===== src/hdl/mciir_pkg.sv =====
// ----------------------------------------------------------------------------
// mciir_pkg
// Shared types and constants of the multichannel IIR filter: item layouts,
// request and register codes, and the controller-to-datapath buses.
// ----------------------------------------------------------------------------
package mciir_pkg;

    localparam int SW        = 24;           // sample width, Q1.23
    localparam int CW        = 32;           // coefficient width, Q4.28
    localparam int PRODW     = SW + CW;      // exact product width
    localparam int ACCW      = 64;           // accumulator width
    localparam int FRAC      = CW - 4;       // fraction bits dropped at rounding
    localparam int CHAN_W    = 3;
    localparam int CIDX_W    = 4;
    localparam int NCOEF     = 2 ** CIDX_W;  // coefficient slots reachable by an index
    localparam int TAPS_W    = 5;
    localparam int NCH_W     = 4;
    localparam int CFG_IDX_W = 2;
    localparam int CFG_DAT_W = 5;

    // request types
    localparam logic [1:0] REQ_SAMPLE = 2'd0;
    localparam logic [1:0] REQ_FF_WR  = 2'd1;
    localparam logic [1:0] REQ_FB_WR  = 2'd2;
    localparam logic [1:0] REQ_CLEAR  = 2'd3;

    // register indexes
    localparam logic [CFG_IDX_W-1:0] CFG_FF_TAPS = 2'd0;
    localparam logic [CFG_IDX_W-1:0] CFG_FB_TAPS = 2'd1;
    localparam logic [CFG_IDX_W-1:0] CFG_NUM_CH  = 2'd2;

    typedef struct packed {
        logic [1:0]               req_type;
        logic [CHAN_W-1:0]        channel;
        logic signed [SW-1:0]     sample;
        logic [CIDX_W-1:0]        coeff_index;
        logic signed [CW-1:0]     coeff_value;
    } t_req_item;

    typedef struct packed {
        logic [CHAN_W-1:0]        out_channel;
        logic signed [SW-1:0]     filtered_sample;
        logic                     saturated;
    } t_res_item;

    typedef struct packed {
        logic [CFG_IDX_W-1:0]     reg_index;
        logic [CFG_DAT_W-1:0]     wr_data;
    } t_cfg_item;

    typedef struct packed {
        logic                     take;      // latch a sample request
        logic                     ff_wr;     // write one feedforward coefficient
        logic                     fb_wr;     // write one feedback coefficient
        logic                     clear;     // drop all channel history
        logic                     issue_ff;  // fetch operands of feedforward tap
        logic                     issue_fb;  // fetch operands of feedback tap
        logic [TAPS_W-1:0]        tap;
        logic                     done;      // load result, push history
    } t_cmd;

    typedef struct packed {
        logic                     sample_ok;
        logic [TAPS_W-1:0]        nff;
        logic [TAPS_W-1:0]        nfb;
        logic                     pipe_busy;
        logic                     out_free;
    } t_sts;

endpackage


===== src/hdl/mciir_ctrl.sv =====
// ----------------------------------------------------------------------------
// mciir_ctrl
// Request sequencer: decodes requests, steps the tap loop and closes a sample.
// ----------------------------------------------------------------------------
module mciir_ctrl (
    input  logic              i_clk,
    input  logic              i_rst_n,
    input  logic              i_req_valid,
    input  logic [1:0]        i_req_type,
    output logic              o_req_ready,
    input  mciir_pkg::t_sts   i_sts,
    output mciir_pkg::t_cmd   o_cmd
);

    typedef enum logic [4:0] {
        S_IDLE  = 5'b00001,
        S_FF    = 5'b00010,
        S_FB    = 5'b00100,
        S_DRAIN = 5'b01000,
        S_DONE  = 5'b10000
    } t_state;

    t_state                          r_state, n_state;
    logic [mciir_pkg::TAPS_W-1:0]    r_tap, n_tap;
    logic                            take;

    assign o_req_ready = (r_state == S_IDLE);
    assign take        = i_req_valid && o_req_ready;

    always_comb begin
        n_state = r_state;
        n_tap   = r_tap;
        o_cmd   = '0;
        o_cmd.tap = r_tap;
        case (r_state)
            S_IDLE: begin
                if (take) begin
                    case (i_req_type)
                        mciir_pkg::REQ_FF_WR: o_cmd.ff_wr = 1'b1;
                        mciir_pkg::REQ_FB_WR: o_cmd.fb_wr = 1'b1;
                        mciir_pkg::REQ_CLEAR: o_cmd.clear = 1'b1;
                        default: begin
                            // sample on a channel not in use: drop it
                            if (i_sts.sample_ok) begin
                                o_cmd.take = 1'b1;
                                n_tap      = '0;
                                if (i_sts.nff != '0)
                                    n_state = S_FF;
                                else if (i_sts.nfb != '0)
                                    n_state = S_FB;
                                else
                                    n_state = S_DRAIN;
                            end
                        end
                    endcase
                end
            end
            S_FF: begin
                o_cmd.issue_ff = 1'b1;
                if (r_tap == i_sts.nff - 1'b1) begin
                    n_tap   = '0;
                    n_state = (i_sts.nfb != '0) ? S_FB : S_DRAIN;
                end else begin
                    n_tap = r_tap + 1'b1;
                end
            end
            S_FB: begin
                o_cmd.issue_fb = 1'b1;
                if (r_tap == i_sts.nfb - 1'b1) begin
                    n_tap   = '0;
                    n_state = S_DRAIN;
                end else begin
                    n_tap = r_tap + 1'b1;
                end
            end
            S_DRAIN: begin
                if (!i_sts.pipe_busy)
                    n_state = S_DONE;
            end
            S_DONE: begin
                // hold until the output register can take the result
                if (i_sts.out_free) begin
                    o_cmd.done = 1'b1;
                    n_state    = S_IDLE;
                end
            end
            default: n_state = S_IDLE;
        endcase
    end

    always_ff @(posedge i_clk) begin
        if (!i_rst_n) begin
            r_state <= S_IDLE;
            r_tap   <= '0;
        end else begin
            r_state <= n_state;
            r_tap   <= n_tap;
        end
    end

endmodule


===== config.mk =====
export PLATFORM = sky130hd
export DESIGN_NAME = mciir_ctrl
export DESIGN_NICKNAME = d
export VERILOG_FILES = /design/src/hdl/mciir_pkg.sv /design/src/hdl/mciir_ctrl.sv
export SDC_FILE = /design/constraint.sdc
export NUM_CORES = 1
export LEC_CHECK = 0
export ABC_AREA = 1
export BUFFER_PORTS_ARGS = -buffer_cell sky130_fd_sc_hd__buf_2
export CAP_MARGIN = 20
export CORE_UTILIZATION = 57
export CTS_BUF_LIST = sky130_fd_sc_hd__clkbuf_4 sky130_fd_sc_hd__clkbuf_8
export DETAILED_ROUTE_END_ITERATION = 10
export PLACE_DENSITY = 0.87
export SLEW_MARGIN = 25
export SYNTH_ARGS = -nofsm -noshare
export SYNTH_HDL_FRONTEND = slang
export SYNTH_SLANG_ARGS = --single-unit

===== constraint.sdc =====
create_clock -name i_clk -period 3.6 [get_ports i_clk]
set_clock_uncertainty 0.2 [all_clocks]
set_input_delay 0.36 -clock i_clk [delete_from_list [all_inputs] [get_ports i_clk]]
set_output_delay 0.36 -clock i_clk [all_outputs]
set_load 0.01 [all_outputs]

==> reports/metrics.csv, run 1 <==
stage,metric,value,unit
pwr,power_density,527,nW/um2
setup_path,cp.arrival,1580,ps
yosys,yosysUniqueCellTypes,25,
yosys,synthCells,188,
route,ant_nets,0,
setup_path,end_kind,output pin,
sta,finalHoldViolations,0,
setup_path,critPathRequiredTime,3040,ps
yosys,synth-seq-area-share,0.190,
sta,slew_headroom,0.673,
yosys,synth_area_leader_cell,nand2_1,
yosys,synth_area_leaders,"nand2_1 (20%), dfxtp_1 (19%), inv_1 (12%)",
yosys,ys_warn_count,0,
cells_and_area,nets,241,
route,routed_wl,2.39,mm
sta,drv_slew,0,
yosys,avgSynthCellArea,5.60,um2
route,drt_first_pass_iters,4,
pwr,p_comb_frac,0.599,
yosys,yosysMostFrequentCell,nand2_1,
global_route,antenna_found_initial,0,
yosys,ys_seq_elements,10,
cells_and_area,fill_cells,142,
yosys,synth_common_cells,"nand2_1 (55), inv_1 (35), nand3_1 (19)",
global_route,grt_pass1_vias,984,
pwr,peakVddDrop,428,uV
pwr,switching_power,0.000329,W
pwr,total_power,0.000663,W
yosys,ys.flop_type,dfxtp_1,
cts,clk_pin_slew,80,ps
yosys,syn-cell-area,1050,um2
pwr,p_int,0.000334,W
worst_hold_path,min_path_type,in2reg,
floorplanning,rows,15,
cts,ctsResizeCount,0,
cts,h-tree-depth,1,
cells_and_area,syn_to_final_growth,19.4,%
sta,tightestPinTransition,486,ps
yosys,synth-edff-count,0,
pwr,leakage,0.792,nW
sta,setup_tns,0,ps
route,vias,1164,
run_status,outcome,completed,
cells_and_area,drive_above_1_share,0.260,
floorplanning,die_area,2020,um2
yosys,synth_top_area_frac,0.196,
run,cap_violations,0,
cts,clock_latency,290,ps
cts,postCtsSetupBuffers,0,
pwr,p_clk_frac,0.162,
global_route,grt_overflow,0,
global_route,grt_pass1_wl,3.89,mm
placement,io_buffers,30,
placement,gp_congestion,0.789,
setup_path,worstSetupPathType,reg2out,
sta,fmax,0.468,GHz
sta,period_share,0.594,
cts,cts_sinks,10,
floorplanning,dieHeight,45.0,um
global_route,grtUsageTotal,0.270,
pwr,swShare,0.497,
sta,hold_slack,143,ps
cts,root_buffer,clkbuf_4,
cells_and_area,final-seq-area,200,um2
cts,cts_buffer_depth,2,
route,vias_per_cell,4.77,
yosys,synth_nets,209,
sta,grt_setup_unrepaired,false,
floorplanning,io_pins,31,
floorplanning,die_w,45.0,um
floorplanning,coreArea,1730,um2
route,remaining_drc_errors,0,
cells_and_area,multi_input_area,667,um2
cells_and_area,diodes,0,
setup_path,startpoint_type,flop,
cts,holdBufCountCts,0,
global_route,grt_max_degree,10,
pwr,power_frac_seq,0.239,
cts,cts_buffers,3,
placement,dpl.hpwl,1.96,mm
route,routedWlPerCell,9.79,um
route,drt_iter0_drc,7,
cts,cts_tree,done,
yosys,synthArstFlopShare,0,
sta,setup_viol,0,
floorplanning,start_util,0.610,
sta,period_needed,2140,ps
setup_path,worst-path-max-fanout,6,
power by group through the flow:
stage          Sequential, W  Combinational (W)  Clock [W]
2_1_floorplan       0.000157           0.000312          0
3_3_place_gp        0.000159           0.000385          0
3_5_place_dp        0.000161           0.000399          0
4_1_cts             0.000158           0.000401   0.000108
5_1_grt             0.000162           0.000444   0.000113
6_report            0.000159           0.000397   0.000107
cell type report:
cell class	instances	area share
inverter	46	0.137
clock buffer	4	0.0289
sequential	10	0.159
multi-input combinational	129	0.530
tap	25	0.0249
timing repair buffer	30	0.119
sequential cells by signal, indices dropped and copies added, names as in the netlist:
name     cells
r_state      5
r_tap        5
final timing paths:
kind	cells past startpoint	slack, ps	to	from
max	6	1460	o_cmd[9]	r_state[3]$_SDFFE_PN0P_
max reg2reg	11	1880	r_tap[4]$_SDFFE_PN0P_	r_tap[2]$_SDFFE_PN0P_
min reg2reg	4	380	r_state[3]$_SDFFE_PN0P_	r_state[3]$_SDFFE_PN0P_
min	2	140	r_state[0]$_SDFFE_PN1P_	i_rst_n
layer usage:
metal / up-vias / share of wire / track usage
li1: 633 / - / -
met1: 494 / 0.45 / 0.292
met2: 33 / 0.49 / 0.493
met3: 4 / 0.051 / 0.0720
met4: 0 / 0.014 / 0.109
met5: - / 0 / 0
worst max-delay path: stages (launching register included):
cell	delay [ps]
dfxtp_1	350
nor2_2	150
nand2_2	100
nor3_4	250
nand2_1	140
nor3_1	140
buf_2	150
layout by cell type, fill, tap and decap left out, drive strengths merged:
cell and instances:
a21oi 2, a31oi 2, buf 30, clkbuf 4, clkinv 2, dfxtp 10
ha 3, inv 44, nand2 62, nand3 20, nand4 6, nor2 16
nor3 8, nor4 1, o21ai 2, xnor2 3, xor2 4
metrics by stage:
stage / utilization / worst slack (ps) / std cells / area [um2]
floorplan: - / 1830 / 188 / 1050
global placement: 0.707 / 1650 / 240 / 1220
detailed placement: 0.707 / 1600 / 240 / 1220
CTS: 0.728 / 1440 / 244 / 1260
global route: 0.728 / 1310 / 244 / 1260
finish: 0.728 / 1460 / 244 / 1260
cell families after synthesis:
group / after synthesis / share of synthesized area
XOR/XNOR: 7 / 0.0582
AO/OA/AOI/OAI: 6 / 0.0344
flip-flops: 10 / 0.190
buffers and inverters: 49 / 0.177
adder cells (fa/ha/maj): 3 / 0.0356
AND/OR/NAND/NOR: 113 / 0.505
(Power assumes the default switching activity.)
==> run 2, diff against run 1 <==
--- a/config.mk
+++ b/config.mk
@@ -8,10 +8,10 @@
 export ABC_AREA = 1
 export BUFFER_PORTS_ARGS = -buffer_cell sky130_fd_sc_hd__buf_2
 export CAP_MARGIN = 20
-export CORE_UTILIZATION = 57
+export CORE_UTILIZATION = 53
 export CTS_BUF_LIST = sky130_fd_sc_hd__clkbuf_4 sky130_fd_sc_hd__clkbuf_8
 export DETAILED_ROUTE_END_ITERATION = 10
-export PLACE_DENSITY = 0.87
+export PLACE_DENSITY = 0.82
 export SLEW_MARGIN = 25
 export SYNTH_ARGS = -nofsm -noshare
 export SYNTH_HDL_FRONTEND = slang
==> constraint.sdc (replaced) <==
create_clock -name i_clk -period 2.1 [get_ports i_clk]
set_clock_uncertainty 0.2 [all_clocks]
set_input_delay 0.21 -clock i_clk [delete_from_list [all_inputs] [get_ports i_clk]]
set_output_delay 0.21 -clock i_clk [all_outputs]
set_load 0.01 [all_outputs]
==> run 2 against run 1 <==
  * Sequential share of layout area is essentially flat
  * Total power grew 71%
  * Non-clock buffer count grew 2
  * Die area grew 7.2%
  * Core utilization shrank 3.0 points
  * Clock power grew 20%
==> reports/metrics.csv, run 2 (same netlist as run 1, synthesis figures left out) <==
stage,metric,value,unit,change
run_status,outcome,completed,,
worst_hold_path,hold_end,r_state[0]$_SDFFE_PN1P_,,
floorplanning,die_w,46.6,um,+3.5%
setup_path,timing.rr.start,r_state[3]$_SDFFE_PN0P_,,
setup_path,worst-path-max-fanout,4,,-2
worst_hold_path,min_path_type,in2reg,,
sta,period_needed,1900,ps,
global_route,grtUsageTotal,0.225,,-0.0455
floorplanning,io_pins,31,,unchanged
placement,io_buffers,30,,unchanged
placement,dpl.hpwl,1.85,mm,-5.5%
cells_and_area,top_regs,"r_state: 5 flops, r_tap: 5 flops",,
route,routedWlPerCell,9.47,um,-3.2%
global_route,antenna_found_initial,0,,unchanged
cts,cts_buffers,3,,unchanged
sta,grt_setup_unrepaired,false,,
route,vias,1191,,+2.3%
cts,clk_pin_slew,60,ps,-20 ps
floorplanning,rows,15,,unchanged
cells_and_area,final_cell_mix,"nand2_1 (55), inv_1 (35), buf_2 (30), nand3_1 (19), nor2_1 (14)",,
global_route,grt_max_degree,10,,unchanged
placement,dp_cells,240,,unchanged
cells_and_area,final_cells,245,,+0.41%
cts,ctsResizeCount,0,,unchanged
cells_and_area,syn_to_final_growth,19.5,%,about the same
sta,finalHoldViolations,0,,unchanged
cts,cts_buffer_depth,2,,unchanged
setup_path,worst_r2r_path_depth,11,,unchanged
cts,holdBufCountCts,0,,unchanged
cells_and_area,nets,243,,+0.83%
worst_hold_path,holdPathStages,2,,unchanged
pwr,power_density,901,nW/um2,+71%
cts,clock_latency,260,ps,-30 ps
floorplanning,start_util,0.585,,-0.0254
setup_path,worstSetupPathType,reg2out,,
global_route,grt_pass1_vias,941,,-4.4%
cts,cts_sinks,10,,unchanged
worst_hold_path,hold_start,i_rst_n,,
route,routed_wl,2.32,mm,-2.8%
placement,gp_congestion,0.870,,+10%
route,ant_nets,0,,unchanged
sta,period_share,0.907,,
route,drt_first_pass_iters,4,,unchanged
route,vias_per_cell,4.86,,+1.9%
route,drt_iter0_drc,29,,+22
cells_and_area,diodes,0,,unchanged
cts,root_buffer,clkbuf_4,,
sta,slew_headroom,0.700,,+0.0272
sta,setup_tns,0,ps,unchanged
floorplanning,die_area,2170,um2,+7.2%
sta,fmax,0.525,GHz,
floorplanning,coreArea,1800,um2,+4.3%
setup_path,end_kind,output pin,,
setup_path,critPathRequiredTime,1690,ps,-1350 ps
sta,setup_viol,0,,unchanged
run,cap_violations,0,,unchanged
cells_and_area,drive_above_1_share,0.264,,+0.00336
setup_path,startpoint_type,flop,,
pwr,peakVddDrop,805,uV,+88%
floorplanning,dieHeight,46.6,um,+3.5%
route,remaining_drc_errors,0,,unchanged
cells_and_area,final_common_cell,nand2_1,,
setup_path,cp.arrival,1490,ps,-90 ps
cts,h-tree-depth,1,,unchanged
global_route,grt_pass1_wl,3.53,mm,-9.2%
sta,drv_slew,0,,unchanged
setup_path,cp-startpoint,r_state[3]$_SDFFE_PN0P_,,
sta,tightestPinTransition,446,ps,-40.4 ps
global_route,grt_overflow,0,,unchanged
pwr,leakage,0.794,nW,+0.31%
cts,cts_tree,done,,
setup_path,reg2reg_slack,310,ps,-1570 ps
setup_path,r2r_end,r_state[3]$_SDFFE_PN0P_,,
-- run 2: how the worst max path moves through the flow --
stage	cells after the start	to	slack [ps]
after floorplan	10	r_tap[4]$_SDFFE_PN0P_	460
after global placement	15	r_tap[0]$_SDFFE_PN0P_	290
after detailed placement	15	r_tap[0]$_SDFFE_PN0P_	250
after CTS	6	o_cmd[10]	130
after global routing	6	o_cmd[10]	60
final	6	o_cmd[10]	200
-- run 2: per-layer routing --
layer	vias up	global-route usage	wire [um]
li1	638	-	-
met1	511	0.292	1090
met2	38	0.372	1080
met3	4	0.0157	119
met4	0	0.100	24
met5	-	0	0
-- run 2: through the flow --
step / hold slack, ps / utilization / total power (W) / instance area, um2 / setup slack, ps
after floorplan: 271 / - / 0.000804 / 1050 / 461
after global placement: 289 / 0.678 / 0.000934 / 1220 / 293
after detailed placement: 279 / 0.678 / 0.000944 / 1220 / 247
after CTS: 13.5 / 0.690 / 0.00107 / 1240 / 125
after global routing: 29.7 / 0.699 / 0.00122 / 1260 / 62.2
final: 17.2 / 0.699 / 0.00113 / 1260 / 196
-- run 2: repair_timing --
item,4_1_cts,5_1_grt
setup buffers,0,2
endpoints found under the hold margin,0,0
endpoints found under the setup margin,0,1
-- run 2: area by class of cell --
cell class / instances / area, um2
Inverter: 46 / 173
Multi-Input combinational cell: 129 / 667
Tap cell: 25 / 31.3
Fill cell: 174 / 543
Clock buffer: 3 / 22.5
Sequential cell: 10 / 200
Timing Repair Buffer: 32 / 165
-- run 2: where the power goes --
part,internal [W],switching (W)
clock network,0.0000660,0.0000623
registers,0.000228,0.0000410
logic,0.000286,0.000450
-- run 2: worst max-delay path, cell delays in order (launching register included) --
cell     delay [ps]
dfxtp_1         350
nor2_2          150
nand2_2         110
nor3_4          220
nand2_1         110
nor3_1          150
buf_2           160
